File: config.mk
export PLATFORM = sky130hd
export DESIGN_NAME = isotp_rx_ctrl
export DESIGN_NICKNAME = d
export VERILOG_FILES = /design/src/rtl/assert_macros.svh /design/src/rtl/isotp_rx_pkg.sv /design/src/rtl/isotp_rx_ctrl.sv
export SDC_FILE = /design/constraint.sdc
export NUM_CORES = 1
export LEC_CHECK = 0
export BUFFER_PORTS_ARGS = -buffer_cell sky130_fd_sc_hd__buf_2
export CORE_AREA = 3 3 137 139
export CTS_CLUSTER_DIAMETER = 40
export DETAILED_ROUTE_END_ITERATION = 10
export DIE_AREA = 0 0 140 142
export GPL_ROUTABILITY_DRIVEN = 0
export HOLD_SLACK_MARGIN = 0.06
export PLACE_DENSITY_LB_ADDON = 0.15
export SYNTH_ARGS = -nofsm -noshare
export SYNTH_HDL_FRONTEND = slang
export SYNTH_SLANG_ARGS = --single-unit
File: constraint.sdc
create_clock -name clk -period 11.6 [get_ports clk]
set_clock_uncertainty 0.1 [all_clocks]
set_input_delay 1.74 -clock clk [delete_from_list [all_inputs] [get_ports clk]]
set_output_delay 1.74 -clock clk [all_outputs]
set_load 0.03 [all_outputs]
File: src/rtl/assert_macros.svh
// assertion macros for the reassembler rtl
// expects a clock named clk and a synchronous reset named rst in the including scope
`ifndef ASSERT_MACROS_SVH
`define ASSERT_MACROS_SVH

// property checked on every rising edge outside reset
`define ISOTP_ASSERT(label, prop, msg) \
  label: assert property (@(posedge clk) disable iff (rst) prop) else $error(msg);

// condition implies consequence in the same cycle
`define ISOTP_ASSERT_SAME(label, cond, conseq, msg) \
  `ISOTP_ASSERT(label, (cond) |-> (conseq), msg)

// condition implies consequence in the following cycle
`define ISOTP_ASSERT_NEXT(label, cond, conseq, msg) \
  `ISOTP_ASSERT(label, (cond) |=> (conseq), msg)

`endif

File: src/rtl/isotp_rx_pkg.sv
// types, codes and sizing constants for the transport receive reassembler
// no dependencies; used by every rtl module of the block
package isotp_rx_pkg;

  // storage sizing
  localparam int PARTS_DEPTH   = 4096;
  localparam int PARTS_AW      = $clog2(PARTS_DEPTH);
  localparam int MSG_MAX       = 16;
  localparam int POS_W         = $clog2(MSG_MAX + 1);
  localparam int SINGLE_DEPTH  = 16;
  localparam int SINGLE_AW     = $clog2(SINGLE_DEPTH);
  localparam int OVERRUN_LIMIT = 32;
  localparam int LEN_W         = 13;
  localparam int EXP_W         = 12;

  // configuration port
  localparam int CFG_IDX_W  = 1;
  localparam int CFG_DATA_W = 32;
  localparam logic [CFG_IDX_W-1:0] CFG_RECEIVE_ID     = 1'b0;
  localparam logic [CFG_IDX_W-1:0] CFG_TIMEOUT_SLICES = 1'b1;
  localparam logic [31:0] RECEIVE_ID_RESET     = 32'd2024;
  localparam logic [7:0]  TIMEOUT_SLICES_RESET = 8'd4;

  // pci frame kinds (high nibble of the pci byte)
  localparam logic [3:0] FK_SINGLE = 4'h0;
  localparam logic [3:0] FK_FIRST  = 4'h1;
  localparam logic [3:0] FK_CONSEC = 4'h2;

  typedef enum logic [1:0] {
    MODE_START = 2'd0,
    MODE_BYTE  = 2'd1,
    MODE_TICK  = 2'd2,
    MODE_READ  = 2'd3
  } mode_t;

  typedef enum logic [1:0] {
    ST_NONE     = 2'd0,
    ST_COMPLETE = 2'd1,
    ST_TIMEOUT  = 2'd2,
    ST_READ     = 2'd3
  } status_t;

  typedef struct packed {
    mode_t       mode;
    logic [7:0]  data_byte;
    logic        last_of_message;
    logic [11:0] read_index;
  } in_item_t;

  typedef struct packed {
    status_t          status;
    logic [LEN_W-1:0] response_length;
    logic [7:0]       read_data;
  } out_item_t;

  // write requests into the payload stores
  typedef struct packed {
    logic                 parts_we;
    logic [PARTS_AW-1:0]  parts_addr;
    logic                 single_we;
    logic [SINGLE_AW-1:0] single_addr;
    logic [7:0]           wdata;
  } store_wr_t;

  // read request into the payload stores
  typedef struct packed {
    logic                 en;
    logic [PARTS_AW-1:0]  parts_addr;
    logic [SINGLE_AW-1:0] single_addr;
  } store_rd_t;

  // per-beat result info waiting for the store read data
  typedef struct packed {
    status_t          status;
    logic [LEN_W-1:0] rlen;
    logic             sel_single;
    logic             parts_ok;
  } res_info_t;

endpackage

File: src/rtl/isotp_rx_ctrl.sv
// session and frame control: parses message bytes, tracks lengths and timeout
// uses isotp_rx_pkg; drives store writes/reads and the per-beat result info
module isotp_rx_ctrl (
  input  logic                                 clk,
  input  logic                                 rst,
  input  logic                                 cfg_write,
  input  logic [isotp_rx_pkg::CFG_IDX_W-1:0]   cfg_index,
  input  logic [isotp_rx_pkg::CFG_DATA_W-1:0]  cfg_data,
  input  logic                                 fire,
  input  isotp_rx_pkg::in_item_t               item,
  output isotp_rx_pkg::store_wr_t              wr,
  output isotp_rx_pkg::store_rd_t              rd,
  output isotp_rx_pkg::res_info_t              res
);

  typedef enum logic [1:0] {
    PH_IDLE   = 2'd0,
    PH_ACTIVE = 2'd1,
    PH_DONE   = 2'd2
  } phase_t;

  localparam int LW = isotp_rx_pkg::LEN_W;
  localparam int PW = isotp_rx_pkg::POS_W;

  phase_t                          phase, phase_next;
  logic [PW-1:0]                   pos, pos_next;
  logic [31:0]                     msg_id, msg_id_next;
  logic [3:0]                      frame_kind, frame_kind_next;
  logic [3:0]                      single_len, single_len_next;
  logic [isotp_rx_pkg::EXP_W-1:0]  expected_len, expected_len_next;
  logic [LW-1:0]                   collected_len, collected_len_next;
  logic [7:0]                      slices_left, slices_left_next;
  logic                            from_single, from_single_next;
  logic                            msg_live, msg_live_next;
  logic [31:0]                     receive_id;
  logic [7:0]                      timeout_slices;

  // derived message arithmetic
  logic          pos_room;
  logic [PW-1:0] off5, off6, len_msg, chunk;
  logic [LW:0]   cons_addr, coll_sum;
  logic [LW-1:0] coll_v;
  logic [7:0]    slices_dec;

  assign pos_room   = pos < PW'(isotp_rx_pkg::MSG_MAX);
  assign off5       = pos - PW'(5);
  assign off6       = pos - PW'(6);
  assign len_msg    = pos_room ? pos + PW'(1) : pos;
  assign chunk      = len_msg - PW'(5);
  assign cons_addr  = (LW + 1)'(collected_len) + (LW + 1)'(off5);
  assign coll_sum   = (LW + 1)'(collected_len) + (LW + 1)'(chunk);
  assign coll_v     = (coll_sum <= (LW + 1)'(isotp_rx_pkg::PARTS_DEPTH))
                      ? coll_sum[LW-1:0] : collected_len;
  assign slices_dec = (slices_left != 8'd0) ? slices_left - 8'd1 : slices_left;

  // store read request straight from the accepted beat
  assign rd.en          = fire && (item.mode == isotp_rx_pkg::MODE_READ);
  assign rd.parts_addr  = isotp_rx_pkg::PARTS_AW'(item.read_index);
  assign rd.single_addr = item.read_index[isotp_rx_pkg::SINGLE_AW-1:0];

  // next state, store writes and result for the accepted beat
  always_comb begin
    phase_next         = phase;
    pos_next           = pos;
    msg_id_next        = msg_id;
    frame_kind_next    = frame_kind;
    single_len_next    = single_len;
    expected_len_next  = expected_len;
    collected_len_next = collected_len;
    slices_left_next   = slices_left;
    from_single_next   = from_single;
    msg_live_next      = msg_live;
    wr                 = '0;
    wr.wdata           = item.data_byte;
    res                = '0;
    res.status         = isotp_rx_pkg::ST_NONE;
    res.sel_single     = from_single;
    res.parts_ok       = LW'(item.read_index) < LW'(isotp_rx_pkg::PARTS_DEPTH);

    unique case (item.mode)
      isotp_rx_pkg::MODE_START: begin
        phase_next         = PH_ACTIVE;
        expected_len_next  = '0;
        collected_len_next = '0;
        from_single_next   = 1'b0;
        msg_live_next      = 1'b0;
        slices_left_next   = timeout_slices;
        if (timeout_slices == 8'd0) begin
          phase_next = PH_IDLE;
          res.status = isotp_rx_pkg::ST_TIMEOUT;
        end
      end

      isotp_rx_pkg::MODE_BYTE: begin
        // per-byte parsing while the message still has room
        if (pos_room) begin
          if (pos < PW'(4)) begin
            msg_id_next = {msg_id[23:0], item.data_byte};
          end else if (pos == PW'(4)) begin
            frame_kind_next = item.data_byte[7:4];
            single_len_next = item.data_byte[3:0];
            msg_live_next   = (phase == PH_ACTIVE) && (msg_id == receive_id);
            if (msg_live_next && item.data_byte[7:4] == isotp_rx_pkg::FK_FIRST) begin
              expected_len_next  = {item.data_byte[3:0], 8'h00};
              collected_len_next = '0;
            end
          end else if (msg_live) begin
            unique case (frame_kind)
              isotp_rx_pkg::FK_SINGLE: begin
                wr.single_we   = 8'(off5) < 8'(isotp_rx_pkg::SINGLE_DEPTH);
                wr.single_addr = isotp_rx_pkg::SINGLE_AW'(off5);
              end
              isotp_rx_pkg::FK_FIRST: begin
                if (pos == PW'(5)) begin
                  expected_len_next = {expected_len[11:8], item.data_byte};
                end else if (LW'(off6) < LW'(isotp_rx_pkg::PARTS_DEPTH)) begin
                  wr.parts_we        = 1'b1;
                  wr.parts_addr      = isotp_rx_pkg::PARTS_AW'(off6);
                  collected_len_next = collected_len + LW'(1);
                end
              end
              isotp_rx_pkg::FK_CONSEC: begin
                wr.parts_we   = cons_addr < (LW + 1)'(isotp_rx_pkg::PARTS_DEPTH);
                wr.parts_addr = cons_addr[isotp_rx_pkg::PARTS_AW-1:0];
              end
              default: begin
              end
            endcase
          end
          pos_next = len_msg;
        end

        // end of message: check for completion
        if (item.last_of_message) begin
          if (msg_live_next && 8'(len_msg) >= 8'd5) begin
            if (frame_kind_next == isotp_rx_pkg::FK_SINGLE) begin
              if (8'(single_len_next) + 8'd5 <= 8'(len_msg)) begin
                res.status         = isotp_rx_pkg::ST_COMPLETE;
                res.rlen           = LW'(single_len_next);
                phase_next         = PH_DONE;
                collected_len_next = LW'(single_len_next);
                from_single_next   = 1'b1;
              end
            end else if (frame_kind_next == isotp_rx_pkg::FK_CONSEC) begin
              collected_len_next = coll_v;
              if (expected_len != '0 && coll_v >= LW'(expected_len)) begin
                res.status         = isotp_rx_pkg::ST_COMPLETE;
                res.rlen           = LW'(expected_len);
                phase_next         = PH_DONE;
                collected_len_next = LW'(expected_len);
                from_single_next   = 1'b0;
              end else if (coll_v > LW'(isotp_rx_pkg::OVERRUN_LIMIT)) begin
                res.status       = isotp_rx_pkg::ST_COMPLETE;
                res.rlen         = coll_v;
                phase_next       = PH_DONE;
                from_single_next = 1'b0;
              end
            end
          end
          pos_next      = '0;
          msg_live_next = 1'b0;
        end
      end

      isotp_rx_pkg::MODE_TICK: begin
        if (phase == PH_ACTIVE) begin
          slices_left_next = slices_dec;
          if (slices_dec == 8'd0) begin
            phase_next    = PH_IDLE;
            msg_live_next = 1'b0;
            res.status    = isotp_rx_pkg::ST_TIMEOUT;
          end
        end
      end

      isotp_rx_pkg::MODE_READ: begin
        if (phase == PH_DONE && LW'(item.read_index) < collected_len) begin
          res.status = isotp_rx_pkg::ST_READ;
          res.rlen   = collected_len;
        end
      end

      default: begin
      end
    endcase

    wr.parts_we  = wr.parts_we && fire;
    wr.single_we = wr.single_we && fire;
  end

  // session state, updated once per accepted beat
  always_ff @(posedge clk) begin
    if (rst) begin
      phase         <= PH_IDLE;
      pos           <= '0;
      msg_id        <= '0;
      frame_kind    <= '0;
      single_len    <= '0;
      expected_len  <= '0;
      collected_len <= '0;
      slices_left   <= '0;
      from_single   <= 1'b0;
      msg_live      <= 1'b0;
    end else if (fire) begin
      phase         <= phase_next;
      pos           <= pos_next;
      msg_id        <= msg_id_next;
      frame_kind    <= frame_kind_next;
      single_len    <= single_len_next;
      expected_len  <= expected_len_next;
      collected_len <= collected_len_next;
      slices_left   <= slices_left_next;
      from_single   <= from_single_next;
      msg_live      <= msg_live_next;
    end
  end

  // configuration registers
  always_ff @(posedge clk) begin
    if (rst) begin
      receive_id     <= isotp_rx_pkg::RECEIVE_ID_RESET;
      timeout_slices <= isotp_rx_pkg::TIMEOUT_SLICES_RESET;
    end else if (cfg_write) begin
      unique case (cfg_index)
        isotp_rx_pkg::CFG_RECEIVE_ID:     receive_id     <= cfg_data;
        isotp_rx_pkg::CFG_TIMEOUT_SLICES: timeout_slices <= cfg_data[7:0];
        default: begin
        end
      endcase
    end
  end

endmodule

==> flow_summary.yaml <==
critical_path:
  crit_family: "compound AO/OA/AOI/OAI gates"
  cp-start-kind: "register"
  worstPathBufferInverterCount: 2
  reg2reg_slack_ps: 4630
  cp_slowest_cell: "o211ai_1"
  path_cells: "inv_1, ha_1, mux2i_1, ha_1, o21ai_0, xor2_1, ha_1, nor2_1, or4_1, nand3_1, and2_1, nand2_1, a31oi_1, ha_1, o21a_1, o2111ai_1, o21ai_0, a21o_1, or2_2, o221ai_4, nand2_1, o211ai_1, o2bb2ai_1, buf_2"
  cp_max_fo: 17
  max_stage_delay_ps: 840
  cpMostUsedCell: "ha_1"
  required_ps: 9760
  worstSetupEndpointType: "output port"
  arrival_ps: 7690
  worstSetupPathType: "reg -> out"
power_and_ir_drop:
  p_sw_share_pct: 24.8
  p_per_area_mw_per_mm2: 115
  vdd_drop_max_v: 0.000107
  pwr-share-comb_pct: 11.4
  power.internal_uw: 859
  seqPwrFrac_pct: 38.5
  leakage_uw: 0.00401
  p_sw_uw: 283
  clock_power_share_pct: 50.1
clock_tree:
  cts.repair.resized: 0
  cts_setup_buffers: 0
  clock-root-buffer: "clkbuf_16"
  htree_levels: 4
  cts_tree: "done"
  postCtsHoldBufs: 0
  cts_buffers: 17
  clockBufferDepth: 2
  clock_latency_ps: 430
  cts_num_sinks: 122
  clk_pin_slew_ps: 50
detailed_routing:
  drc: 0
  routed_wl_um: 26100
  drtIter0Drc: 825
  ant_nets: 0
  viasPerCell: 5.82
  first_pass_iters: 6
  vias: 8566
  wire_per_inst_um: 17.7
timing:
  setup_viol_count_final: 0
  relSlewSlack_pct: 20.2
  hold_ws_ps: 366
  fmax_mhz: 105
  drv_slew: 0
  finalCritPeriodShare_pct: 82.1
  worst_slew_pin_slew_ps: 1180
  finalCriticalPeriod_ps: 9530
  rsz0062_at_grt: "false"
  hold_viol_final: 0
  tns_ps: 0
final_layout:
  antenna_cells: 0
  fillCellCount: 1746
  final_core_util_pct: 55.8
  layout-drive-gt1-share_pct: 14.2
  area.growth.synth_to_final_pct: 13.1
  post-route-cell-area_sq_mm: 0.00992
  nNetsFinal: 1346
flow_run:
  max_cap_viol_count: 0
synth:
  postSynth.asyncResetShare_pct: 0
  synth_largest_area_cell: "dfxtp_1"
  synth_xor_xnor_area_share_pct: 5.99
  synth_fa_ha_area_share_pct: 8.16
  synth.top_cell.area_share_pct: 27.8
  yosysSeqAreaShare_pct: 27.8
  synthMuxAreaShare_pct: 2.28
  ys_warn_count: 0
  synth-edff-count: 0
  synth_compound_area_share_pct: 24.0
  avgSynthCellArea_sq_um: 7.47
  ys.flop_type: "dfxtp_1"
  ys_top_cells_by_count: "183 x nand2_1, 141 x a21oi_1, 122 x dfxtp_1"
  synthTopCellsByArea: "dfxtp_1 28%, a21oi_1 8.0%, nand2_1 7.8%"
  synth-simple-area-share_pct: 24.4
  syn-instance-count: 1174
  ys_ff_latch: 122
  synth_nets: 1290
  synth_top_family_by_area: "simple AND/OR/NAND/NOR gates"
  synth_cell_types: 84
  yosysMostFrequentCell: "nand2_1"
  syn_area_sq_mm: 0.00877
global_routing:
  track_usage_pct: 26.1
  grt_pass1_vias: 8069
  grt_max_degree: 88
  grt-ovfl-total: 0
  antenna_found_initial: 0
  grt_pass1_wl_um: 42100
die:
  num_rows: 49
  core_sq_mm: 0.0178
  initial_core_util_pct: 49.3
  die_w_um: 140
  die_y_um: 142
  fp.dieArea_sq_mm: 0.0199
  io_pins: 120
placement:
  port_buffers: 118
  dp_hpwl_um: 19600
  placed_cell_area_sq_mm: 0.00927
min_path:
  hold_class: "reg -> reg"
status:
  status: "finished, final reports clean"
registers in the layout, summed over array words and instances (netlist names):
name and flops:
collected_len 13, expected_len 12, frame_kind 4, from_single 1
msg_id 32, msg_live 1, phase 2, pos 5
receive_id 32, single_len 4, slices_left 8, timeout_slices 8
per-layer routing:
metal  routed length [um]  vias to the layer above  GRT usage [%]
met2                12400                      327           44.3
li1                     -                     4236              -
met5                    0                        -              0
met1                11100                     3929           33.1
met3                 1650                       74           4.97
met4                  980                        0           10.0
area by class of cell:
cell class / instances / area (sq um) / area share [%]
sequential: 122 / 2440 / 24.6
multi-input combinational: 910 / 5690 / 57.3
tap: 229 / 287 / 2.89
clock buffer: 22 / 484 / 4.88
inverter: 52 / 195 / 1.97
timing repair buffer: 127 / 661 / 6.66
clock inverter: 10 / 164 / 1.65
kinds of logic after synthesis:
| logic type | after synthesis |
|---|---|
| adder cells (fa/ha/maj) | 56 |
| AO/OA/AOI/OAI | 330 |
| multiplexers | 20 |
| flip-flops | 122 |
| other | 1 |
| AND/OR/NAND/NOR | 443 |
| XOR/XNOR | 60 |
| buffers and inverters | 142 |
through the flow:
step | power, uW | setup WS (ps) | cells
after floorplan | 541 | 3830 | 1174
after global placement | 577 | 2860 | 1440
after detailed placement | 578 | 2660 | 1440
after CTS | 1150 | 2200 | 1472
after global routing | 1180 | 1510 | 1472
final | 1140 | 2070 | 1472
placed cells by master, fill, tap and decap left out, types with 14 or more instances in the layout:
cell type  count
nand2_1      183
a21oi_1      141
dfxtp_1      122
buf_2        117
nor2_1        76
ha_1          54
inv_1         50
o21ai_0       42
xor2_1        39
nand3_1       37
nor3_1        24
xnor2_1       21
mux2i_1       20
nand2b_1      18
a21o_1        17
clkbuf_16     17
nor4_1        16
a22oi_1       16
nor2b_1       14
path summary, 6_finish.rpt:
check,cells after the start,end,startpoint
setup / recovery,24,res[7],pos[0]
hold / removal,2,msg_id[30],msg_id[30]
setup reg to reg,24,phase[0],pos[0]
hold reg to reg,2,msg_id[30],msg_id[30]
worst min-delay path, cell delays in order (launching register included):
cell	delay (ps)
dfxtp_1	310
nand2_1	50
a21oi_1	50
power groups by stage:
stage | clock, uW | combinational, uW | sequential (uW)
global placement | 0 | 129 | 449
CTS | 580 | 130 | 440
floorplan | 0 | 95.3 | 446
finish | 572 | 130 | 440
global route | 599 | 144 | 441
detailed placement | 0 | 129 | 449
(Power assumes the default switching activity.)
