$ cat src/rtl/assert_macros.svh
// assertion macros for the reassembler rtl
// expects a clock named clk and a synchronous reset named rst in the including scope
`ifndef ASSERT_MACROS_SVH
`define ASSERT_MACROS_SVH

// property checked on every rising edge outside reset
`define ISOTP_ASSERT(label, prop, msg) \
  label: assert property (@(posedge clk) disable iff (rst) prop) else $error(msg);

// condition implies consequence in the same cycle
`define ISOTP_ASSERT_SAME(label, cond, conseq, msg) \
  `ISOTP_ASSERT(label, (cond) |-> (conseq), msg)

// condition implies consequence in the following cycle
`define ISOTP_ASSERT_NEXT(label, cond, conseq, msg) \
  `ISOTP_ASSERT(label, (cond) |=> (conseq), msg)

`endif

$ cat src/rtl/isotp_rx_pkg.sv
// types, codes and sizing constants for the transport receive reassembler
// no dependencies; used by every rtl module of the block
package isotp_rx_pkg;

  // storage sizing
  localparam int PARTS_DEPTH   = 4096;
  localparam int PARTS_AW      = $clog2(PARTS_DEPTH);
  localparam int MSG_MAX       = 16;
  localparam int POS_W         = $clog2(MSG_MAX + 1);
  localparam int SINGLE_DEPTH  = 16;
  localparam int SINGLE_AW     = $clog2(SINGLE_DEPTH);
  localparam int OVERRUN_LIMIT = 32;
  localparam int LEN_W         = 13;
  localparam int EXP_W         = 12;

  // configuration port
  localparam int CFG_IDX_W  = 1;
  localparam int CFG_DATA_W = 32;
  localparam logic [CFG_IDX_W-1:0] CFG_RECEIVE_ID     = 1'b0;
  localparam logic [CFG_IDX_W-1:0] CFG_TIMEOUT_SLICES = 1'b1;
  localparam logic [31:0] RECEIVE_ID_RESET     = 32'd2024;
  localparam logic [7:0]  TIMEOUT_SLICES_RESET = 8'd4;

  // pci frame kinds (high nibble of the pci byte)
  localparam logic [3:0] FK_SINGLE = 4'h0;
  localparam logic [3:0] FK_FIRST  = 4'h1;
  localparam logic [3:0] FK_CONSEC = 4'h2;

  typedef enum logic [1:0] {
    MODE_START = 2'd0,
    MODE_BYTE  = 2'd1,
    MODE_TICK  = 2'd2,
    MODE_READ  = 2'd3
  } mode_t;

  typedef enum logic [1:0] {
    ST_NONE     = 2'd0,
    ST_COMPLETE = 2'd1,
    ST_TIMEOUT  = 2'd2,
    ST_READ     = 2'd3
  } status_t;

  typedef struct packed {
    mode_t       mode;
    logic [7:0]  data_byte;
    logic        last_of_message;
    logic [11:0] read_index;
  } in_item_t;

  typedef struct packed {
    status_t          status;
    logic [LEN_W-1:0] response_length;
    logic [7:0]       read_data;
  } out_item_t;

  // write requests into the payload stores
  typedef struct packed {
    logic                 parts_we;
    logic [PARTS_AW-1:0]  parts_addr;
    logic                 single_we;
    logic [SINGLE_AW-1:0] single_addr;
    logic [7:0]           wdata;
  } store_wr_t;

  // read request into the payload stores
  typedef struct packed {
    logic                 en;
    logic [PARTS_AW-1:0]  parts_addr;
    logic [SINGLE_AW-1:0] single_addr;
  } store_rd_t;

  // per-beat result info waiting for the store read data
  typedef struct packed {
    status_t          status;
    logic [LEN_W-1:0] rlen;
    logic             sel_single;
    logic             parts_ok;
  } res_info_t;

endpackage

$ cat src/rtl/isotp_rx_out.sv
// result stage: joins the result info with store read data, output register
// uses isotp_rx_pkg; holds one beat in flight and one finished result
module isotp_rx_out (
  input  logic                    clk,
  input  logic                    rst,
  input  logic                    fire,
  input  isotp_rx_pkg::res_info_t res,
  input  logic [7:0]              parts_q,
  input  logic [7:0]              single_q,
  output logic                    in_stall,
  output logic                    out_valid,
  input  logic                    out_stall,
  output isotp_rx_pkg::out_item_t out_data
);

  logic                    p_valid;
  isotp_rx_pkg::res_info_t p_info;
  logic                    adv;
  logic [7:0]              rdata;

  // pipeline moves when the output register is empty or being taken
  assign adv      = !out_valid || !out_stall;
  assign in_stall = p_valid && !adv;

  // pick the byte for a read beat
  always_comb begin
    rdata = 8'd0;
    if (p_info.status == isotp_rx_pkg::ST_READ) begin
      if (p_info.sel_single) begin
        rdata = single_q;
      end else if (p_info.parts_ok) begin
        rdata = parts_q;
      end
    end
  end

  // beat waiting for store read data
  always_ff @(posedge clk) begin
    if (rst) begin
      p_valid <= 1'b0;
    end else if (fire) begin
      p_valid <= 1'b1;
    end else if (adv) begin
      p_valid <= 1'b0;
    end
  end

  always_ff @(posedge clk) begin
    if (fire) begin
      p_info <= res;
    end
  end

  // output register
  always_ff @(posedge clk) begin
    if (rst) begin
      out_valid <= 1'b0;
    end else if (adv) begin
      out_valid <= p_valid;
    end
  end

  always_ff @(posedge clk) begin
    if (adv && p_valid) begin
      out_data.status          <= p_info.status;
      out_data.response_length <= p_info.rlen;
      out_data.read_data       <= rdata;
    end
  end

endmodule

$ cat config.mk
export PLATFORM = sky130hd
export DESIGN_NAME = isotp_rx_out
export DESIGN_NICKNAME = d
export VERILOG_FILES = /design/src/rtl/assert_macros.svh /design/src/rtl/isotp_rx_pkg.sv /design/src/rtl/isotp_rx_out.sv
export SDC_FILE = /design/constraint.sdc
export NUM_CORES = 1
export LEC_CHECK = 0
export BUFFER_PORTS_ARGS = -buffer_cell sky130_fd_sc_hd__buf_2
export CORE_MARGIN = 2
export CORE_UTILIZATION = 30
export DETAILED_ROUTE_END_ITERATION = 10
export PLACE_DENSITY_LB_ADDON = 0.05
export SYNTH_ARGS = -nofsm -noshare
export SYNTH_HDL_FRONTEND = slang
export SYNTH_SLANG_ARGS = --single-unit
$ cat constraint.sdc
create_clock -name clk -period 7.6 [get_ports clk]
set_clock_uncertainty 0.1 [all_clocks]
set_input_delay 0.76 -clock clk [delete_from_list [all_inputs] [get_ports clk]]
set_output_delay 0.76 -clock clk [all_outputs]
set_load 0.02 [all_outputs]
==> impl_metrics.env, run 1 <==
export IMPL_outcome="finished, final reports clean"
export IMPL_cp_slowest_cell="and3_1"
export IMPL_syn_num_nets=112
export IMPL_cts_setup_buffers=0
export IMPL_ctsResizeCount=0
export IMPL_cap_viol_max_count=0
export IMPL_final_common_cell="buf_2"
export IMPL_diodes=0
export IMPL_initial_core_util_pct=30.55
export IMPL_start_kind="primary input"
export IMPL_dp_final_hpwl_um=1740
export IMPL_max_freq_mhz=484.6
export IMPL_die_height_um=72.89
export IMPL_ys_seq_elements=42
export IMPL_final_nets=179
export IMPL_grt_busiest_layer="met2"
export IMPL_grt_overflow=0
export IMPL_cp_required_ns=6.74
export IMPL_cp_cell_sequence="buf_2 -> and3_1 -> buf_2"
export IMPL_boundaryPins=62
export IMPL_track_usage_pct=10.49
export IMPL_clk_pin_slew_ns=0.08
export IMPL_yosys_warnings=0
export IMPL_grt_max_degree=24
export IMPL_antenna_left=0
export IMPL_dr_total_vias=845
export IMPL_fin_crit_sh_pct=27.15
export IMPL_vias_per_cell=4.289
export IMPL_core_um2=4661
export IMPL_synth_cell_types=11
export IMPL_hold_path_class="reg -> reg"
export IMPL_seq_area_um2=1241
export IMPL_fin_util_pct=40.72
export IMPL_finalSetupViolations=0
export IMPL_max_stage_delay_ns=0.17
export IMPL_tightestPinTransition_ns=0.4010
export IMPL_cpLargestDelayFamily="buffers and inverters"
export IMPL_area_growth_pct=33.30
export IMPL_die_area_um2=5313
export IMPL_rsz0062_at_grt="no"
export IMPL_remaining_drc_errors=0
export IMPL_power_density_nw_per_um2=253.2
export IMPL_finalHoldViolations=0
export IMPL_crit_type="in -> out"
export IMPL_met3_usage_pct=4.972
export IMPL_cts_buffers=5
export IMPL_critPathMostFrequentCell="buf_2"
export IMPL_multiInputGateArea_um2=170.2
export IMPL_met1_usage_pct=12.13
export IMPL_relSlewSlack_pct=73.27
export IMPL_synth_area_um2=1424
export IMPL_dr_pass1_iters=4
export IMPL_cts_tree="done"
export IMPL_grt_met2_usage_pct=16.46
export IMPL_hold_buffers=0
export IMPL_ir_drop_mv=0.1191
export IMPL_drtIter0Drc=55
export IMPL_clockBufferDepth=2
export IMPL_drv_slew=0
export IMPL_clock_sinks=42
export IMPL_wl_per_cell_um=12.71
export IMPL_routed_wl_um=2504
export IMPL_synthCells=75
export IMPL_grt_pass1_wl_um=3960
export IMPL_yosysSeqAreaShare_pct=87.17
export IMPL_drive_gt1_share_pct=48.25
export IMPL_port_buffers=61
export IMPL_crit_buf_inv=2
export IMPL_cp_max_fo=4
export IMPL_clock_root_buffer="clkbuf_8"
export IMPL_cts_max_level=2
export IMPL_die_w_um=72.89
export IMPL_cp_end_kind="primary output"
export IMPL_gp_congestion=0.7177
export IMPL_placedCellCount=189
export IMPL_period_needed_ns=2.063
export IMPL_final_cell_mix="buf_2, edfxtp_1, nand2_1, a21oi_1, nand3b_1"
export IMPL_clk_latency_ns=0.28
export IMPL_leakagePower_nw=0.7540
export IMPL_grt_pass1_vias=852
export IMPL_power_w=0.0004806
export IMPL_syn_avg_cell_area_um2=18.98
export IMPL_fillCellCount=439
export IMPL_rows=25
export IMPL_finalNonFillerCells=197
export IMPL_antenna_found_initial=0
export IMPL_arrival_ns=1.20
export IMPL_tns_ns=0
-- state kept, by name, summed over array words and instances (netlist names) --
register   count
p_valid        1
p_info        17
out_valid      1
out_data      23
-- cells in the mapped netlist --
library cell,instances,area share (%)
buf_6,1,0.79
dfxtp_1,2,2.8
nor2_1,2,0.53
nand3b_1,8,4.2
a31oi_1,1,0.44
buf_2,1,0.35
a21oi_1,9,3.2
and3_1,1,0.44
nand2_1,9,2.4
edfxtp_1,40,84
a21boi_0,1,0.53
-- logic make-up (layout without fill, tap and decap cells) --
family	Yosys count	count (layout)	synth area share [%]
buffers and inverters	2	70	1.142
AOI/OAI and AO/OA	11	11	4.130
and+or+nand+nor	20	20	7.558
DFF	42	42	87.17
-- where the power goes --
group | switching (W) | internal [W]
clock | 0.0000705 | 0.0000983
combinational | 0.0000208 | 0.0000145
sequential | 0.00000606 | 0.000270
total | 0.0000974 | 0.000383
-- layer usage --
layer  vias up  wire [µm]
li1        418          -
met4         0         31
met3         4        220
met5         -          0
met1       384       1042
met2        39       1210
-- through the flow --
| stage | setup WS, ns | hold slack (ns) | area [µm²] |
|---|---|---|---|
| 2_1_floorplan | 4.569 | 0.3003 | 1424 |
| 3_3_place_gp | 5.542 | 0.3007 | 1792 |
| 3_5_place_dp | 5.537 | 0.3054 | 1792 |
| 4_1_cts | 5.536 | 0.3219 | 1898 |
| 5_1_grt | 5.509 | 0.3275 | 1898 |
| 6_report | 5.537 | 0.3204 | 1898 |
-- path summary, 6_finish.rpt --
check,startpoint,to,slack (ns),cells past startpoint
worst max-delay path,out_stall,in_stall,5.54,3
worst min-delay path,p_info[5],out_data[11],0.32,0
worst max register to register,p_valid,out_data[0],6.35,2
worst min register to register,p_info[5],out_data[11],0.32,0
-- final cells by class --
cell class	instances	share of cell area [%]
tap	54	3.560
multi-input combinational	31	8.965
timing repair buffer	62	16.48
sequential	42	65.39
clock inverter	1	1.582
clock buffer	7	4.021
No activity file was read; power rests on OpenSTA's default activity.
==> inputs of run 2 (changes only) <==
Settings changed: ABC_AREA set to 1.
Clock period 7.6 ns to 1.9 ns, I/O delays scaled along.
==> impl_metrics.env, run 2 <==
export IMPL_dr_total_vias=901
export IMPL_cp_slowest_cell="dfxtp_1"
export IMPL_synth_top_area_cell="edfxtp_1"
export IMPL_yosys_area_top_type_share_pct=84.73
export IMPL_r2r_end="out_data[3]"
export IMPL_arrival_ns=0.99
export IMPL_synth_cell_types=9
export IMPL_die_height_um=72.74
export IMPL_crit_buf_inv=2
export IMPL_ff2ff_path_depth=3
export IMPL_rows=25
export IMPL_clk_latency_ns=0.28
export IMPL_start_kind="flop"
export IMPL_cp_cell_sequence="nand3_1 -> inv_1 -> buf_2"
export IMPL_outcome="finished, final reports clean"
export IMPL_cts_tree="done"
export IMPL_hold_path_class="in -> reg"
export IMPL_synthCells=78
export IMPL_largest_register="out_data"
export IMPL_wl_met1_um=1028
export IMPL_yosys_warnings=0
export IMPL_synth_area_leaders="edfxtp_1, a21oi_1, nand3_1, dfxtp_1, nand2_1"
export IMPL_port_buffers=61
export IMPL_diodes=0
export IMPL_placedCellCount=192
export IMPL_highest_layer="met4"
export IMPL_syn_avg_cell_area_um2=18.17
export IMPL_relSlewSlack_pct=73.40
export IMPL_final_common_cell="buf_2"
export IMPL_antenna_found_initial=0
export IMPL_ir_drop_mv=0.3888
export IMPL_power_density_nw_per_um2=875.7
export IMPL_cts_buffers=5
export IMPL_top_regs="out_data: 23 flops, p_info: 17 flops"
export IMPL_gp_congestion=0.7555
export IMPL_clk_pin_slew_ns=0.07
export IMPL_drive_gt1_share_pct=42.68
export IMPL_synth_ff_type="edfxtp_1"
export IMPL_synth_edf_count=40
export IMPL_cpLargestDelayFamily="flip-flops"
export IMPL_initial_core_util_pct=30.62
export IMPL_finalSetupViolations=0
export IMPL_fin_crit_sh_pct=67.12
export IMPL_power_w=0.001790
export IMPL_whs_ns=0.08590
export IMPL_yosysSeqAreaShare_pct=87.56
export IMPL_antenna_left=0
export IMPL_tightestPinTransition_ns=0.3990
export IMPL_wl_per_cell_um=11.82
export IMPL_final_nets=200
export IMPL_hp_start="out_stall"
export IMPL_remaining_drc_errors=0
export IMPL_period_needed_ns=1.275
export IMPL_ys_seq_elements=42
export IMPL_hold_end="out_valid"
export IMPL_cp_required_ns=1.61
export IMPL_max_stage_delay_ns=0.38
export IMPL_cap_viol_max_count=0
export IMPL_ctsResizeCount=0
export IMPL_cp_end_kind="primary output"
export IMPL_wl_met2_um=1322
export IMPL_die_area_um2=5291
export IMPL_crit_type="reg -> out"
export IMPL_max_freq_mhz=784.2
export IMPL_regToRegSetupSlack_ns=0.67
export IMPL_drtIter0Drc=23
export IMPL_track_usage_pct=10.19
export IMPL_synth_area_um2=1418
export IMPL_netlist_top_cells_count="edfxtp_1, a21oi_1, nand2_1"
export IMPL_grt_overflow=0
export IMPL_area_growth_pct=44.22
export IMPL_core_um2=4629
export IMPL_reg2reg_from="p_info[1]"
export IMPL_drv_slew=0
export IMPL_leakagePower_nw=0.8403
export IMPL_holdPathStages=3
export IMPL_synthArstFlopShare_pct=0
export IMPL_met3_length_um=196
export IMPL_yosys_cell_count_top_type="edfxtp_1"
export IMPL_die_w_um=72.74
export IMPL_grt_pass1_wl_um=3919
export IMPL_clock_root_buffer="clkbuf_8"
export IMPL_final_cell_mix="buf_2, edfxtp_1, dlygate4sd3_1, nand2_1, a21oi_1"
export IMPL_rsz0062_at_grt="no"
export IMPL_cp_depth=3
export IMPL_dr_pass1_iters=4
export IMPL_routed_wl_um=2576
export IMPL_grt_max_degree=24
export IMPL_cts_max_level=2
export IMPL_clock_sinks=42
export IMPL_finalHoldViolations=0
export IMPL_grt_pass1_vias=895
export IMPL_vias_per_cell=4.133
export IMPL_cts_setup_buffers=0
export IMPL_syn_num_nets=115
export IMPL_clockBufferDepth=2
export IMPL_boundaryPins=62
export IMPL_cp_max_fo=4
export IMPL_largest_register_ffs=23
export IMPL_tns_ns=0
export IMPL_finalNonFillerCells=218
-- run 2: cell types whose count changed in the layout (fill, tap and decap cells not counted), sizes merged, moves of 2 or more --
| cell | previous run | this run |
|---|---|---|
| a21oi | 9 | 11 |
| nor2 | 2 | 0 |
| inv | 0 | 3 |
| nand3 | 0 | 9 |
| nand3b | 8 | 0 |
| clkinv | 0 | 3 |
| dlygate4sd3 | 0 | 18 |
-- run 2: power by group --
group,internal (W),total [W],leakage (nW),switching (W)
registers,0.00108,0.00110,0.404,0.0000217
clock network,0.000252,0.000523,0.0426,0.000271
logic,0.0000772,0.000166,0.394,0.0000885
total,0.00141,0.00179,0.840,0.000381
-- run 2: worst max-delay path by stage --
stage	start	to
6_report	out_valid	in_stall
2_1_floorplan	out_valid	out_data[0]
4_1_cts	out_valid	in_stall
3_5_place_dp	p_info[1]	out_data[4]
5_1_grt	out_valid	in_stall
3_3_place_gp	p_valid	out_data[17]
-- run 2: worst min-delay path: cells and delay by family --
kind                   cells  cell delay [ns]
AO/OA/AOI/OAI              1             0.06
AND/OR/NAND/NOR            1             0.06
buffers and inverters      1             0.12
-- run 2: kinds of logic (layout without fill, tap and decap cells) --
group | count (synthesis) | after routing | share of synthesized area [%]
and+or+nand+nor | 19 | 19 | 5.825
DFF | 42 | 42 | 87.56
buffers and inverters | 6 | 92 | 2.736
AOI/OAI and AO/OA | 11 | 11 | 3.883
-- run 2: layer usage --
metal,vias to the layer above,GRT usage [%]
met1,402,11.39
met3,4,4.006
met5,-,0
met4,0,4.938
met2,38,16.97
li1,457,-
-- run 2: per-stage QoR --
stage / util [%] / area (µm²) / worst slack [ns]
after CTS: 44.16 / 2044 / 0.6000
after global routing: 44.16 / 2044 / 0.5241
after floorplan: - / 1421 / 0.2732
after global placement: 38.51 / 1783 / 0.7029
after detailed placement: 38.51 / 1783 / 0.6754
final: 44.16 / 2044 / 0.6248
-- run 2: repair_timing --
item	CTS	global route
endpoints found under the setup margin	0	0
hold buffers	18	0
hold endpoints to repair	19	0
-- run 2: final cells by class --
class / count / area [µm²]
Inverter: 4 / 20.02
Fill cell: 433 / 2585
Timing Repair Buffer: 80 / 493.0
Clock buffer: 6 / 72.57
Clock inverter: 2 / 8.758
Multi-Input combinational cell: 30 / 141.4
Sequential cell: 42 / 1241
Tap cell: 54 / 67.56
==> inputs of run 3 (changes only) <==
Settings changed: ABC_AREA 1 to 0.
Clock period 1.9 ns to 1.3 ns, I/O delays scaled along.
==> impl_metrics.env, run 3 (same netlist as run 1, synthesis figures left out) <==
export IMPL_hold_path_class="in -> reg"
export IMPL_dpl_instance_area_um2=1823
export IMPL_clock_sinks=42
export IMPL_stdcell_area_um2=2107
export IMPL_core_um2=4661
export IMPL_fin_crit_sh_pct=92.00
export IMPL_die_w_um=72.89
export IMPL_finalHoldViolations=0
export IMPL_dr_pass1_iters=4
export IMPL_boundaryPins=62
export IMPL_reg2reg_from="p_valid"
export IMPL_largest_register="out_data"
export IMPL_arrival_ns=0.97
export IMPL_dp_final_hpwl_um=1872
export IMPL_met3_usage_pct=4.696
export IMPL_crit_end="in_stall"
export IMPL_whs_ns=0.05990
export IMPL_power_density_nw_per_um2=1269
export IMPL_cp_depth=2
export IMPL_top_regs="out_data: 23 flops, p_info: 17 flops"
export IMPL_cp_startpoint="p_valid"
export IMPL_cp_required_ns=1.07
export IMPL_clk_pin_slew_ns=0.07
export IMPL_rows=25
export IMPL_multiInputGateArea_um2=177.7
export IMPL_drtIter0Drc=24
export IMPL_seq_area_um2=1245
export IMPL_regToRegSetupSlack_ns=0.11
export IMPL_r2r_end="out_data[8]"
export IMPL_port_buffers=61
export IMPL_grt_max_degree=19
export IMPL_finalSetupViolations=0
export IMPL_met1_usage_pct=11.45
export IMPL_cts_max_level=2
export IMPL_remaining_drc_errors=0
export IMPL_cap_viol_max_count=0
export IMPL_final_cell_mix="buf_2, edfxtp_1, dlygate4sd3_1, nand2_1, a21oi_1"
export IMPL_outcome="finished, final reports clean"
export IMPL_worst_slack_ns=0.1040
export IMPL_antenna_left=0
export IMPL_area_growth_pct=47.98
export IMPL_cp_slowest_cell="dfxtp_1"
export IMPL_grt_pass1_vias=919
export IMPL_cpLargestDelayFamily="flip-flops"
export IMPL_die_height_um=72.89
export IMPL_cp_end_kind="primary output"
export IMPL_cp_max_fo=4
export IMPL_max_freq_mhz=836.1
export IMPL_die_area_um2=5313
export IMPL_ff2ff_path_depth=2
export IMPL_period_needed_ns=1.196
export IMPL_pre_cts_ws_ns=0.09478
export IMPL_clk_latency_ns=0.28
export IMPL_cts_tree="done"
export IMPL_cts_buffers=5
export IMPL_start_kind="flop"
export IMPL_tightestPinTransition_ns=0.4142
export IMPL_routed_wl_um=2829
export IMPL_largest_register_ffs=23
export IMPL_grt_pass1_wl_um=4174
export IMPL_fillCellCount=441
export IMPL_leakagePower_nw=0.8460
export IMPL_ctsResizeCount=0
export IMPL_cp_cell_sequence="and3_1 -> buf_2"
export IMPL_max_stage_delay_ns=0.37
export IMPL_antenna_found_initial=0
export IMPL_ir_drop_mv=0.6921
export IMPL_initial_core_util_pct=30.55
export IMPL_clock_root_buffer="clkbuf_8"
export IMPL_crit_type="reg -> out"
export IMPL_relSlewSlack_pct=72.39
export IMPL_rsz0062_at_grt="no"
export IMPL_wl_per_cell_um=12.92
export IMPL_final_nets=201
export IMPL_final_common_cell="buf_2"
export IMPL_vias_per_cell=4.292
export IMPL_drive_gt1_share_pct=44.85
export IMPL_drv_slew=0
export IMPL_grt_busiest_layer="met2"
export IMPL_dr_total_vias=940
export IMPL_clockBufferDepth=2
export IMPL_gp_congestion=0.6956
export IMPL_grt_overflow=0
export IMPL_power_w=0.002675
export IMPL_grt_met2_usage_pct=19.09
export IMPL_track_usage_pct=11.09
export IMPL_tns_ns=0
export IMPL_diodes=0
export IMPL_crit_buf_inv=1
run 3: changes by cell type in the layout (fill, tap and decap cells not counted), moves of 2 or more:
cell      change
nand3b_1      +8
inv_1         -3
nand3_1       -9
buf_4         +3
nor2_1        +2
run 3: where the power goes:
group	internal [W]	switching [W]	total, W
Clock	0.000369	0.000416	0.000786
Combinational	0.000137	0.000140	0.000277
Sequential	0.00158	0.0000313	0.00161
Total	0.00209	0.000588	0.00267
run 3: worst min path at each step:
stage	start	to	cells after the start
after global routing	single_q[2]	out_data[2]	3
after CTS	out_stall	out_valid	3
after floorplan	rst	out_valid	1
after detailed placement	res[3]	p_info[3]	1
after global placement	rst	out_valid	2
final	out_stall	out_valid	3
run 3: per-layer routing:
layer | vias up | wire, µm
met3 | 2 | 221
met2 | 41 | 1396
met5 | - | 0
li1 | 461 | -
met4 | 0 | 20
met1 | 436 | 1191
run 3: stage by stage:
step	utilization [%]	instances
after floorplan	-	75
after CTS	44.72	216
after detailed placement	39.11	190
after global routing	45.21	219
final	45.21	219
after global placement	39.11	190
run 3: cell type report:
| type | count | area share (%) |
|---|---|---|
| Clock buffer | 6 | 3.444 |
| Clock inverter | 2 | 0.4157 |
| Multi-Input combinational cell | 31 | 8.432 |
| Sequential cell | 42 | 59.09 |
| Tap cell | 54 | 3.207 |
| Timing Repair Buffer | 84 | 25.42 |
run 3: what timing repair did:
item | CTS | global route
setup endpoints to repair | 0 | 2
hold endpoints to repair | 19 | 0
hold buffers | 18 | 0
setup buffers | 0 | 3
run 3: worst register-to-register path, cell delays in order (launching register included):
cell and delay (ns):
dfxtp_1 0.37, a21boi_4 0.22, buf_4 0.20
